`config.mk`:
```
export PLATFORM = sky130hd
export DESIGN_NAME = timer_heap_queue_unit
export DESIGN_NICKNAME = d
export VERILOG_FILES = /design/src/sv/thq_pkg.sv /design/src/sv/timer_heap_queue_unit.sv /design/src/sv/thq_front.sv /design/src/sv/thq_back.sv
export SDC_FILE = /design/constraint.sdc
export NUM_CORES = 2
export LEC_CHECK = 0
export BUFFER_PORTS_ARGS = -buffer_cell sky130_fd_sc_hd__buf_2
export CORE_UTILIZATION = 28
export DETAILED_ROUTE_END_ITERATION = 8
export PLACE_DENSITY = 0.43
export SLEW_MARGIN = 0
export SYNTH_ARGS = -nofsm -noshare
export SYNTH_HDL_FRONTEND = slang
export SYNTH_SLANG_ARGS = --single-unit
```
`constraint.sdc`:
```
create_clock -name i_clk -period 17.9 [get_ports i_clk]
set_input_delay 2.685 -clock i_clk [delete_from_list [all_inputs] [get_ports i_clk]]
set_output_delay 2.685 -clock i_clk [all_outputs]
set_load 0.02 [all_outputs]
```
`src/sv/thq_pkg.sv`:
```
// ----------------------------------------------------------------------------
// thq_pkg
// Shared types, constants and request/result codes of the timer heap queue.
// ----------------------------------------------------------------------------
package thq_pkg;

    localparam int TIMERS    = 16;
    localparam int TIME_BITS = 48;
    localparam int ID_W      = 4;
    localparam int POS_W     = $clog2(TIMERS + 1);
    localparam int PER_W     = 24;
    localparam int TO_W      = 24;
    localparam int IN_W      = 56;
    localparam int OUT_W     = 8;
    localparam int QDEPTH    = 2;

    localparam logic [1:0] REQ_START = 2'd0;
    localparam logic [1:0] REQ_STOP  = 2'd1;
    localparam logic [1:0] REQ_TICK  = 2'd2;
    localparam logic [1:0] REQ_NONE  = 2'd3;

    localparam logic [1:0] RES_ACCEPTED = 2'd0;
    localparam logic [1:0] RES_IGNORED  = 2'd1;
    localparam logic [1:0] RES_EXPIRED  = 2'd2;
    localparam logic [1:0] RES_IDLE     = 2'd3;

    typedef logic [TIME_BITS-1:0] t_time;
    typedef logic [POS_W-1:0]     t_pos;
    typedef logic [ID_W-1:0]      t_id;

    // One classified command passed from the front to the back.
    typedef struct packed {
        logic [1:0]       req;
        t_id              id;
        logic [TO_W-1:0]  timeout;
        logic [PER_W-1:0] period;
    } t_cmd;

    typedef struct packed {
        logic [1:0] kind;
        t_id        id;
        logic       last;
    } t_res;

endpackage

```
`src/sv/timer_heap_queue_unit.sv`:
```
// ----------------------------------------------------------------------------
// timer_heap_queue_unit
// Binary min-heap timer queue for sixteen timers.
// ----------------------------------------------------------------------------
// Usage: requests enter on the s_axis channel (start, stop or tick) and
// results leave on m_axis, one or more beats per request, tlast on the final
// beat. A two-entry command queue sits between the input stage and the heap
// sequencer, so up to two requests are taken while the sequencer is busy.
// Sequencing: the sequencer takes one command at a time and finishes it
// before it takes the next; each heap level of a sift is a read step
// followed by a compare/write step. A tick checks the heap top and, for
// every expired timer, emits a beat and restores the heap.
// Reset clears all timers, the heap count and the time. When m_axis stalls
// the sequencer holds the result and waits; the queue then fills and
// s_axis_tready drops.
// ----------------------------------------------------------------------------
module timer_heap_queue_unit (
    input  logic        i_clk,
    input  logic        i_rst_n,
    input  logic        s_axis_tvalid,
    output logic        s_axis_tready,
    // req_type[1:0], timer_id[5:2], timeout[29:6], repeat_period[53:30]
    input  logic [55:0] s_axis_tdata,
    output logic        m_axis_tvalid,
    input  logic        m_axis_tready,
    // result_kind[1:0], expired_id[5:2]
    output logic [7:0]  m_axis_tdata,
    output logic        m_axis_tlast
);
    import thq_pkg::*;

    logic w_cv, w_cr;
    t_cmd w_cmd;
    t_res w_res;

    thq_front u_front (
        .i_clk, .i_rst_n,
        .i_valid(s_axis_tvalid), .o_ready(s_axis_tready), .i_data(s_axis_tdata),
        .o_cmd_valid(w_cv), .i_cmd_ready(w_cr), .o_cmd(w_cmd)
    );

    thq_back u_back (
        .i_clk, .i_rst_n,
        .i_cmd_valid(w_cv), .o_cmd_ready(w_cr), .i_cmd(w_cmd),
        .o_res_valid(m_axis_tvalid), .i_res_ready(m_axis_tready), .o_res(w_res)
    );

    assign m_axis_tdata = {2'b00, w_res.id, w_res.kind};
    assign m_axis_tlast = w_res.last;

    // a result beat holds while stalled
    a_hold: assert property (@(posedge i_clk) disable iff (!i_rst_n)
        m_axis_tvalid && !m_axis_tready |=> $stable(m_axis_tdata))
        else $error("result changed while stalled");

    // an idle-tick result always closes its run
    a_idle_last: assert property (@(posedge i_clk) disable iff (!i_rst_n)
        m_axis_tvalid && w_res.kind == RES_IDLE |-> m_axis_tlast)
        else $error("idle tick without last");

    // the sequencer takes no command while a result is pending
    a_busy: assert property (@(posedge i_clk) disable iff (!i_rst_n)
        m_axis_tvalid |-> !w_cr)
        else $error("command taken during output");

endmodule

```
`src/sv/thq_front.sv`:
```
// ----------------------------------------------------------------------------
// thq_front
// Accepts input beats, unpacks them and holds them in a short command queue.
// ----------------------------------------------------------------------------
module thq_front (
    input  logic                 i_clk,
    input  logic                 i_rst_n,
    input  logic                 i_valid,
    output logic                 o_ready,
    input  logic [thq_pkg::IN_W-1:0] i_data,
    output logic                 o_cmd_valid,
    input  logic                 i_cmd_ready,
    output thq_pkg::t_cmd        o_cmd
);
    import thq_pkg::*;

    t_cmd       r_q [QDEPTH];
    logic       r_wp, r_rp;
    logic [1:0] r_cnt;
    t_cmd       w_in;
    logic       w_push, w_pop;

    // unpack: req[1:0], id[5:2], timeout[29:6], period[53:30]
    assign w_in.req     = i_data[1:0];
    assign w_in.id      = i_data[5:2];
    assign w_in.timeout = i_data[29:6];
    assign w_in.period  = i_data[53:30];

    assign o_ready     = (r_cnt != 2'(QDEPTH));
    assign w_push      = i_valid && o_ready;
    assign o_cmd_valid = (r_cnt != 2'd0);
    assign w_pop       = o_cmd_valid && i_cmd_ready;
    assign o_cmd       = r_q[r_rp];

    // store beat
    always_ff @(posedge i_clk) begin
        if (w_push) begin
            r_q[r_wp] <= w_in;
        end
    end

    // advance pointers
    always_ff @(posedge i_clk) begin
        if (!i_rst_n) begin
            r_wp  <= 1'b0;
            r_rp  <= 1'b0;
            r_cnt <= 2'd0;
        end else begin
            if (w_push) r_wp <= ~r_wp;
            if (w_pop)  r_rp <= ~r_rp;
            r_cnt <= r_cnt + 2'(w_push) - 2'(w_pop);
        end
    end

endmodule

```
`src/sv/thq_back.sv`:
```
// ----------------------------------------------------------------------------
// thq_back
// Heap sequencer: carries out start, stop and tick commands on the heap
// memory and emits result beats.
// ----------------------------------------------------------------------------
module thq_back (
    input  logic          i_clk,
    input  logic          i_rst_n,
    input  logic          i_cmd_valid,
    output logic          o_cmd_ready,
    input  thq_pkg::t_cmd i_cmd,
    output logic          o_res_valid,
    input  logic          i_res_ready,
    output thq_pkg::t_res o_res
);
    import thq_pkg::*;

    localparam logic [3:0] S_IDLE  = 4'd0;
    localparam logic [3:0] S_DISP  = 4'd1;
    localparam logic [3:0] S_LOAD  = 4'd2;  // read moved/last entry
    localparam logic [3:0] S_UPRD  = 4'd3;  // read parent
    localparam logic [3:0] S_UPCMP = 4'd4;
    localparam logic [3:0] S_DNRD  = 4'd5;  // read children
    localparam logic [3:0] S_DNCMP = 4'd6;
    localparam logic [3:0] S_PUT   = 4'd7;  // final write
    localparam logic [3:0] S_TOP   = 4'd8;  // check heap top on tick
    localparam logic [3:0] S_OUT   = 4'd9;
    localparam logic [3:0] S_RMPAR = 4'd10; // stop or one-shot expiry: compare with parent

    // heap memory, slots 1..TIMERS
    t_time       r_hd [TIMERS+1];
    t_id         r_hi [TIMERS+1];
    logic [PER_W-1:0] r_per [TIMERS];
    t_pos        r_pos [TIMERS];

    logic [3:0]  r_st;
    t_cmd        r_cmd;
    t_time       r_now;
    t_pos        r_cnt;
    t_pos        r_k;
    t_time       r_d;
    t_id         r_id;
    t_time       r_pd;       // parent or chosen child deadline
    t_id         r_pi;
    t_pos        r_c;
    t_res        r_res;
    logic        r_ov;
    logic [4:0]  r_n;        // expiries emitted this tick
    logic        r_tick;     // result follows further top check
    logic [3:0]  r_after;

    t_pos        w_p, w_c0;
    logic        w_armed;
    t_pos        w_tp;

    assign w_tp    = r_pos[r_cmd.id];
    assign w_armed = (w_tp != '0) && (w_tp <= r_cnt);
    assign w_p     = r_k >> 1;
    assign w_c0    = POS_W'({r_k, 1'b0});

    assign o_cmd_ready = (r_st == S_IDLE);
    assign o_res_valid = r_ov;
    assign o_res       = r_res;

    always_ff @(posedge i_clk) begin
        if (!i_rst_n) begin
            r_st   <= S_IDLE;
            r_now  <= '0;
            r_cnt  <= '0;
            r_ov   <= 1'b0;
            r_n    <= '0;
            for (int i = 0; i < TIMERS; i++) r_pos[i] <= '0;
        end else begin
            case (r_st)
                S_IDLE: begin
                    if (i_cmd_valid) begin
                        r_cmd <= i_cmd;
                        r_n   <= '0;
                        r_st  <= S_DISP;
                    end
                end
                S_DISP: begin
                    r_after <= S_OUT;
                    r_tick  <= 1'b0;
                    r_res.id   <= r_cmd.id;
                    r_res.last <= 1'b1;
                    r_res.kind <= RES_IGNORED;
                    r_st       <= S_OUT;
                    if (r_cmd.req == REQ_TICK) begin
                        r_now <= r_now + 1'b1;
                        r_st  <= S_TOP;
                    end else if (r_cmd.req == REQ_START) begin
                        if (!w_armed && r_cnt < POS_W'(TIMERS)) begin
                            r_res.kind        <= RES_ACCEPTED;
                            r_cnt             <= r_cnt + 1'b1;
                            r_k               <= r_cnt + 1'b1;
                            r_per[r_cmd.id]   <= r_cmd.period;
                            r_d  <= r_now + TIME_BITS'(r_cmd.timeout);
                            r_id <= r_cmd.id;
                            r_st <= S_UPRD;
                        end
                    end else if (r_cmd.req == REQ_STOP) begin
                        if (w_armed) begin
                            r_res.kind      <= RES_ACCEPTED;
                            r_pos[r_cmd.id] <= '0;
                            r_cnt           <= r_cnt - 1'b1;
                            r_k             <= w_tp;
                            r_c             <= r_cnt;
                            if (w_tp < r_cnt) r_st <= S_LOAD;
                        end
                    end
                end
                // stop or one-shot expiry: fetch last entry to fill the hole
                S_LOAD: begin
                    r_d  <= r_hd[r_c];
                    r_id <= r_hi[r_c];
                    r_st <= S_RMPAR;
                end
                S_RMPAR: begin
                    r_pd <= r_hd[w_p];
                    if (r_k > 1 && r_d <= r_hd[w_p]) r_st <= S_UPRD;
                    else r_st <= S_DNRD;
                end
                // sift up: per level, read the parent, then compare and move
                S_UPRD: begin
                    if (r_k <= 1) r_st <= S_PUT;
                    else begin
                        r_pd <= r_hd[w_p];
                        r_pi <= r_hi[w_p];
                        r_st <= S_UPCMP;
                    end
                end
                S_UPCMP: begin
                    if (r_pd <= r_d) r_st <= S_PUT;
                    else begin
                        r_hd[r_k]  <= r_pd;
                        r_hi[r_k]  <= r_pi;
                        r_pos[r_pi] <= r_k;
                        r_k  <= w_p;
                        r_st <= S_UPRD;
                    end
                end
                // sift down: pick smaller child
                S_DNRD: begin
                    if (w_c0 > r_cnt || r_k > POS_W'(TIMERS / 2)) r_st <= S_PUT;
                    else begin
                        if (w_c0 + 1'b1 <= r_cnt && r_hd[w_c0] > r_hd[w_c0 + 1'b1]) begin
                            r_c  <= w_c0 + 1'b1;
                            r_pd <= r_hd[w_c0 + 1'b1];
                            r_pi <= r_hi[w_c0 + 1'b1];
                        end else begin
                            r_c  <= w_c0;
                            r_pd <= r_hd[w_c0];
                            r_pi <= r_hi[w_c0];
                        end
                        r_st <= S_DNCMP;
                    end
                end
                S_DNCMP: begin
                    if (r_d <= r_pd) r_st <= S_PUT;
                    else begin
                        r_hd[r_k]   <= r_pd;
                        r_hi[r_k]   <= r_pi;
                        r_pos[r_pi] <= r_k;
                        r_k  <= r_c;
                        r_st <= S_DNRD;
                    end
                end
                S_PUT: begin
                    r_hd[r_k]  <= r_d;
                    r_hi[r_k]  <= r_id;
                    r_pos[r_id] <= r_k;
                    r_st <= r_after;
                end
                // tick: examine heap top
                S_TOP: begin
                    if (r_cnt != '0 && r_hd[1] < r_now && r_n < 5'd16) begin
                        r_res.kind <= RES_EXPIRED;
                        r_res.id   <= r_hi[1];
                        r_res.last <= 1'b0;
                        r_n        <= r_n + 1'b1;
                        r_tick     <= 1'b1;
                        r_after    <= S_OUT;
                        r_k        <= POS_W'(1);
                        if (r_per[r_hi[1]] != '0) begin
                            r_id <= r_hi[1];
                            if (r_hd[1] + TIME_BITS'(r_per[r_hi[1]]) < r_now)
                                r_d <= r_now;
                            else
                                r_d <= r_hd[1] + TIME_BITS'(r_per[r_hi[1]]);
                            r_st <= S_DNRD;
                        end else begin
                            r_pos[r_hi[1]] <= '0;
                            r_cnt <= r_cnt - 1'b1;
                            r_c   <= r_cnt;
                            if (r_cnt > POS_W'(1)) r_st <= S_LOAD;
                            else r_st <= S_OUT;
                        end
                    end else begin
                        // no further expiry: close the run
                        r_tick <= 1'b0;
                        if (r_n == '0) begin
                            r_res.kind <= RES_IDLE;
                            r_res.id   <= '0;
                            r_res.last <= 1'b1;
                            r_ov       <= 1'b1;
                            r_st       <= S_OUT;
                        end else begin
                            r_st <= S_IDLE;
                        end
                    end
                end
                // present a result beat and wait for it to be taken
                S_OUT: begin
                    if (!r_ov) begin
                        if (r_tick) begin
                            r_res.last <= !(r_cnt != '0 && r_hd[1] < r_now
                                            && r_n < 5'd16);
                        end
                        r_ov <= 1'b1;
                    end else if (i_res_ready) begin
                        r_ov <= 1'b0;
                        r_st <= (r_tick && !r_res.last) ? S_TOP : S_IDLE;
                    end
                end
                default: r_st <= S_IDLE;
            endcase
        end
    end

endmodule
```
=== Yosys cells after proc, flatten, opt, wreduce, memory -nomap -nowiden ===
Memory sizes are Yosys's and may differ from the RTL's. A register that Yosys moved wholly into a read port is not among the register bits.
Cells that the tools add are included.

* $add $sub $neg: 9
* Multiplexer cells: 144
* Reduce and logical (&&, ||, !) cells: 48
* Bitwise operators: 7
* Magnitude comparators: 16
* Equal/unequal tests: 37

{| class="wikitable"
|+ Operators with widths
! cell !! count
|-
| 48-bit 2-to-1 mux || 11
|-
| 48-bit case mux with 3 select lines || 2
|-
| 5-bit 2-to-1 mux || 35
|-
| 48-bit less-or-equal comparator || 3
|-
| 4-bit 2-to-1 mux || 29
|-
| 48-bit by 24-bit adder with 48-bit output || 2
|-
| 48-bit less-than comparator || 2
|-
| 48-bit by 1-bit adder with 48-bit output (second input constant) || 1
|-
| 48-bit greater-than comparator || 1
|-
| 1-bit 2-to-1 mux || 46
|-
| 4-bit case mux with 11 select lines || 1
|-
| 24-bit nonzero test || 1
|-
| 2-bit inequality test (second input constant) || 11
|-
| 2-bit by 1-bit inequality test with 1-bit output (second input constant) || 10
|-
| 5-bit case mux with 2 select lines || 2
|-
| 5-bit case mux with 4 select lines || 1
|-
| 5-bit OR reduction || 4
|-
| 3-bit AND reduction || 6
|-
| 9-bit AND reduction || 2
|-
| 4-bit by 3-bit == test with 1-bit output (second input constant) || 4
|-
| 4-bit case mux with 2 select lines || 2
|-
| 5-bit by 1-bit adder with 5-bit output (second input constant) || 3
|-
| 5-bit case mux with 3 select lines || 1
|-
| 7-bit 2-to-1 mux || 2
|-
| 39 further kinds || 79
|}

* Memories: 5
* Register bits after elaboration: 193
* Memory bits (writable): 1456

{| class="wikitable"
|+ Memories
! memory !! words !! width !! read ports !! clocked after Yosys merged registers in !! wr ports !! RTL line !! RTL
|-
| u_back.r_hd || 17 || 48 || 5 || 3 || 1 || thq_back.sv:31 || <nowiki>t_time r_hd [TIMERS+1];</nowiki>
|-
| u_back.r_per || 16 || 24 || 1 || 0 || 1 || thq_back.sv:33 || <nowiki>logic [PER_W-1:0] r_per [TIMERS];</nowiki>
|-
| u_front.r_q || 2 || 54 || 1 || 1 || 1 || thq_front.sv:17 || <nowiki>t_cmd r_q [QDEPTH];</nowiki>
|-
| u_back.r_pos || 16 || 5 || 1 || 0 || 16 || thq_back.sv:34 || <nowiki>t_pos r_pos [TIMERS];</nowiki>
|-
| u_back.r_hi || 17 || 4 || 5 || 3 || 1 || thq_back.sv:32 || <nowiki>t_id r_hi [TIMERS+1];</nowiki>
|}

=== Logic depth before layout (Yosys ltp) ===
An unclocked memory read counts as a cell.

* Depth in word-level cells: 15
* Mapped depth: 30

=== Hierarchy ===
From an unflattened synthesis, not the netlist that was laid out.

* Cells, all modules: 5645
* Area, all modules: 90307.9 sq um

{| class="wikitable"
|+ Modules (own cells, without submodules)
! module !! instances !! area an instance (sq um) !! cells an instance
|-
| thq_back || 1 || 85904.9 || 5450
|-
| thq_front || 1 || 4384.2 || 192
|-
| timer_heap_queue_unit || 1 || 18.8 || 3
|}

=== Worst setup path after synthesis ===
No wires, ideal clock.

* Kind: input -> register
* From: in i_rst_n
* To: mem u_back.r_hd[16][0] (netlist name), enable pin
* Slack: 8269 ps
* Data arrival time: 9022 ps
* Path buffers: 2
* Data required time: 17291 ps
* Cell stages on the path: 6
* Cells stage by stage: clkbuf_1 -> nand4_1 -> clkbuf_1 -> o21ai_1 -> nand2_1 -> nor4b_1

* Cells in the longest elaborated chain, start to end: 4
* Elaborated cells between the ends (all ways): 8
* Those cells by class: 6 x mux; 2 x bitwise

{| class="wikitable"
|+ RTL lines
! item !! RTL line !! RTL
|-
| start, declared || timer_heap_queue_unit.sv:19 || <nowiki>input logic i_rst_n,</nowiki>
|-
| 1-bit 2-to-1 mux || thq_back.sv:66 || <nowiki>if (!i_rst_n) begin</nowiki>
|-
| 1-bit 2-to-1 mux, on equally long branches || thq_back.sv:136, thq_back.sv:162 ||
|-
| 1-bit OR (no source line) || - ||
|-
| 1-bit OR (no source line) (*) || - ||
|-
| end, declared || thq_back.sv:31 ||
|}

Every way passes the cells marked *; elsewhere a longest branch is shown, timed or not.

==> flow_summary.yaml <==
floorplanning:
  die_footprint_um2: 325000
  floorplan.core_area_um2: 321000
  die_x_um: 570
  die_height_um: 570
  rows: 208
  io-pin-count: 71
  floorplan.initialDensity_pct: 28.1
power:
  post-layout-total-power_mw: 13.3
  switching_power_mw: 4.44
  clockPowerShare_pct: 30.0
  ir_drop_v: 0.0000842
  internal_power_mw: 8.90
  p_leak_nw: 33.6
  power.share.combinational_pct: 32.7
  netSwitchingFraction_pct: 33.3
  pd_cells_nw_per_um2: 130
  seq_power_share_pct: 37.3
place:
  routabilityCongestion: 0.845
  post-place-cells: 9932
  io_buffers: 66
  detailedPlacementHpwl_mm: 193
clocking:
  reg_clk_slew_reported_paths_ps: 60
  cts_root_buf: "sky130_fd_sc_hd__clkbuf_16"
  postCtsSetupBuffers: 0
  worst_skew_late_latency_ps: 930
  cts_resized: 0
  cts-buffers-inserted: 203
  clock-sinks: 1709
  htree_num_levels: 4
  max-clock-path-buffers: 4
  cts_hold_buf: 0
  cts_tree: "built"
route:
  vias_per_cell: 5.39
  routed_wire_length_per_instance_um: 29.8
  drcViolationCount: 0
  vias: 55500
  initialDrtViolationCount: 5494
  drt.antenna.violating_nets: 0
  totalWireLength_mm: 307
  firstDrtPassIters: 5
setup_path:
  crit_path_end_kind: "register"
  critical_path_required_ps: 18430
  worst-path-max-fanout: 43
  critPathLaunchType: "register"
  setup.worst_path.class: "register to register"
  cp.arrival_ps: 10610
  reg2regPathDepth: 25
timing:
  finalCriticalPeriod_ps: 10080
  setup-violations-final: 0
  tightestPinTransition_ps: 1280
  hold_viol: 0
  grt_setup_unrepaired: "false"
  fin_skew_ps: 143
  tns_ps: 0
  relSlewSlack_pct: 13.8
  clock.fmax_ghz: 0.0992
  timing_max_transition_violations_final: 0
  post-route-period-util_pct: 56.3
layout:
  number_of_nets_at_the_end_of_the_flow: 6198
  area.growth.synth_to_final_pct: 13.9
  fin_cells: 10300
  drive_gt1_share_pct: 26.8
yosys:
  synthArstFlopShare_pct: 0
  synth-warning-count: 0
  synthesis.instances: 5723
  synthDistinctLibCells: 81
  postSynthRegisterBits: 1709
  yosysMostFrequentCell: "sky130_fd_sc_hd__edfxtp_1"
  share_of_the_yosys_chip_area_belonging_to_registers_pct: 56.0
  synth_ff_type: "sky130_fd_sc_hd__edfxtp_1"
  number_of_enable_flip_flop_cells_after_synthesis: 1632
  synth.cell_area_um2: 90200
  yosysTopAreaCellShare_pct: 54.3
  synth.largest_area_cell: "sky130_fd_sc_hd__edfxtp_1"
  mean_instance_size_in_the_synthesized_netlist_um2: 15.8
  post_synth_main_area_contributors: "sky130_fd_sc_hd__edfxtp_1, sky130_fd_sc_hd__mux4_2, sky130_fd_sc_hd__ha_1"
  synth_common_cells: "sky130_fd_sc_hd__edfxtp_1, sky130_fd_sc_hd__mux4_2, sky130_fd_sc_hd__nand2_1"
grt:
  groute.usage.overall_pct: 18.7
  first_pass_grt_wire_length_mm: 436
  antenna_violations_before_repair: 11
  vias_in_the_first_global_route: 56800
  grt_start_max_net_pins: 108
  grt.overflow.total: 0
min_path:
  timing.hold.worst_path_depth: 1
  timing.hold.worst.class: "register to register"
run_status:
  run_status: "complete, no violations"
job:
  maxCapViolCount: 0
[path summary, 6_finish.rpt]
path	from	to	slack, ps
max	u_back.r_hi[1][0]$_DFFE_PP_	u_back.r_d[26]$_DFFE_PP_	7820
max reg2reg	u_back.r_hi[1][0]$_DFFE_PP_	u_back.r_d[26]$_DFFE_PP_	7820
min	u_back.r_c[1]$_DFFE_PP_	register	500
min reg2reg	u_back.r_c[1]$_DFFE_PP_	register	500
[state kept, by name, indices dropped and copies added, names as in the netlist, 48 cells and up, named ones only]
signal and flops:
u_back.r_per 384, u_back.r_hd 816, u_back.r_now 48, u_back.r_pd 48
u_back.r_pos 80, u_back.r_hi 68, u_back.r_cmd 54, u_front.r_q 108
u_back.r_d 48
[per-stage QoR]
stage / area (um2) / hold slack, ps / setup WS [ps] / util [%]
6_report: 103000 / 499 / 7820 / 32.0
5_1_grt: 103000 / 547 / 7250 / 32.0
4_1_cts: 103000 / 506 / 7700 / 32.0
3_5_place_dp: 96500 / 497 / 7720 / 30.1
3_3_place_gp: 96500 / 486 / 7580 / 30.1
2_1_floorplan: 90200 / 459 / 8270 / -
[power by group through the flow]
| stage | clock, mW | sequential, mW | combinational (mW) |
|---|---|---|---|
| final | 4.00 | 4.97 | 4.36 |
| after global routing | 4.23 | 5.00 | 4.68 |
| after CTS | 4.10 | 4.98 | 4.42 |
| after detailed placement | 0 | 5.06 | 4.40 |
| after global placement | 0 | 5.06 | 4.42 |
| after floorplan | 0 | 4.81 | 3.10 |
[cell type report]
| cell class | count | area [um2] |
|---|---|---|
| antenna | 1 | 2.50 |
| timing repair buffer | 262 | 1910 |
| sequential | 1709 | 50600 |
| clock buffer | 263 | 5440 |
| clock inverter | 96 | 835 |
| fill | 31100 | 218000 |
| multi-input combinational | 3417 | 37700 |
| inverter | 239 | 898 |
| tap | 4305 | 5390 |
[cells by family after synthesis]
group,synth area share [%]
AOI/OAI and AO/OA,5.89
xor gates and xnor gates,1.14
adders and majority gates,4.26
buffers and inverters,2.56
DFF,56.0
muxes,24.9
other,0.00416
and+or+nand+nor,5.21
[placed cells by master (no fill, tap or decap), types with 66 or more instances in the layout]
cell / instances
sky130_fd_sc_hd__nand2_1: 349
sky130_fd_sc_hd__buf_4: 187
sky130_fd_sc_hd__nand3_1: 85
sky130_fd_sc_hd__ha_1: 304
sky130_fd_sc_hd__xnor2_1: 83
sky130_fd_sc_hd__nor3_1: 75
sky130_fd_sc_hd__buf_2: 66
sky130_fd_sc_hd__nor2_1: 215
sky130_fd_sc_hd__dfxtp_1: 66
sky130_fd_sc_hd__mux2_2: 125
sky130_fd_sc_hd__o21ai_0: 225
sky130_fd_sc_hd__clkbuf_16: 204
sky130_fd_sc_hd__a21oi_1: 167
sky130_fd_sc_hd__edfxtp_1: 1632
sky130_fd_sc_hd__mux2i_1: 184
sky130_fd_sc_hd__inv_1: 237
sky130_fd_sc_hd__mux4_2: 854
[critical path, stage by stage (launching register included)]
cell and delay (ps):
sky130_fd_sc_hd__edfxtp_1 430, sky130_fd_sc_hd__buf_4 640, sky130_fd_sc_hd__buf_4 840, sky130_fd_sc_hd__mux4_2 610, sky130_fd_sc_hd__a22oi_1 250, sky130_fd_sc_hd__nand2_1 140
sky130_fd_sc_hd__ha_1 360, sky130_fd_sc_hd__inv_1 80, sky130_fd_sc_hd__o21ai_0 530, sky130_fd_sc_hd__nand4_1 410, sky130_fd_sc_hd__a211o_1 650, sky130_fd_sc_hd__a211oi_1 840
sky130_fd_sc_hd__nand3_1 210, sky130_fd_sc_hd__xnor2_1 270, sky130_fd_sc_hd__ha_1 290, sky130_fd_sc_hd__a2111oi_0 350, sky130_fd_sc_hd__o21ai_0 160, sky130_fd_sc_hd__a221oi_1 360
sky130_fd_sc_hd__o21ai_0 140, sky130_fd_sc_hd__a31o_2 280, sky130_fd_sc_hd__nor2_4 420, sky130_fd_sc_hd__buf_4 580, sky130_fd_sc_hd__nor2_2 40, sky130_fd_sc_hd__buf_4 300
sky130_fd_sc_hd__a221oi_1 280, sky130_fd_sc_hd__o21ai_0 160
[routing by layer]
| metal | up-vias | wire length (um) | global-route usage (%) |
|---|---|---|---|
| met4 | 0 | 8370 | 5.02 |
| met3 | 409 | 15800 | 2.36 |
| met2 | 1840 | 146000 | 30.6 |
| met1 | 29600 | 137000 | 26.1 |
| met5 | - | 0 | 0 |
| li1 | 23600 | - | - |
Power figures use the tool's default switching activity.
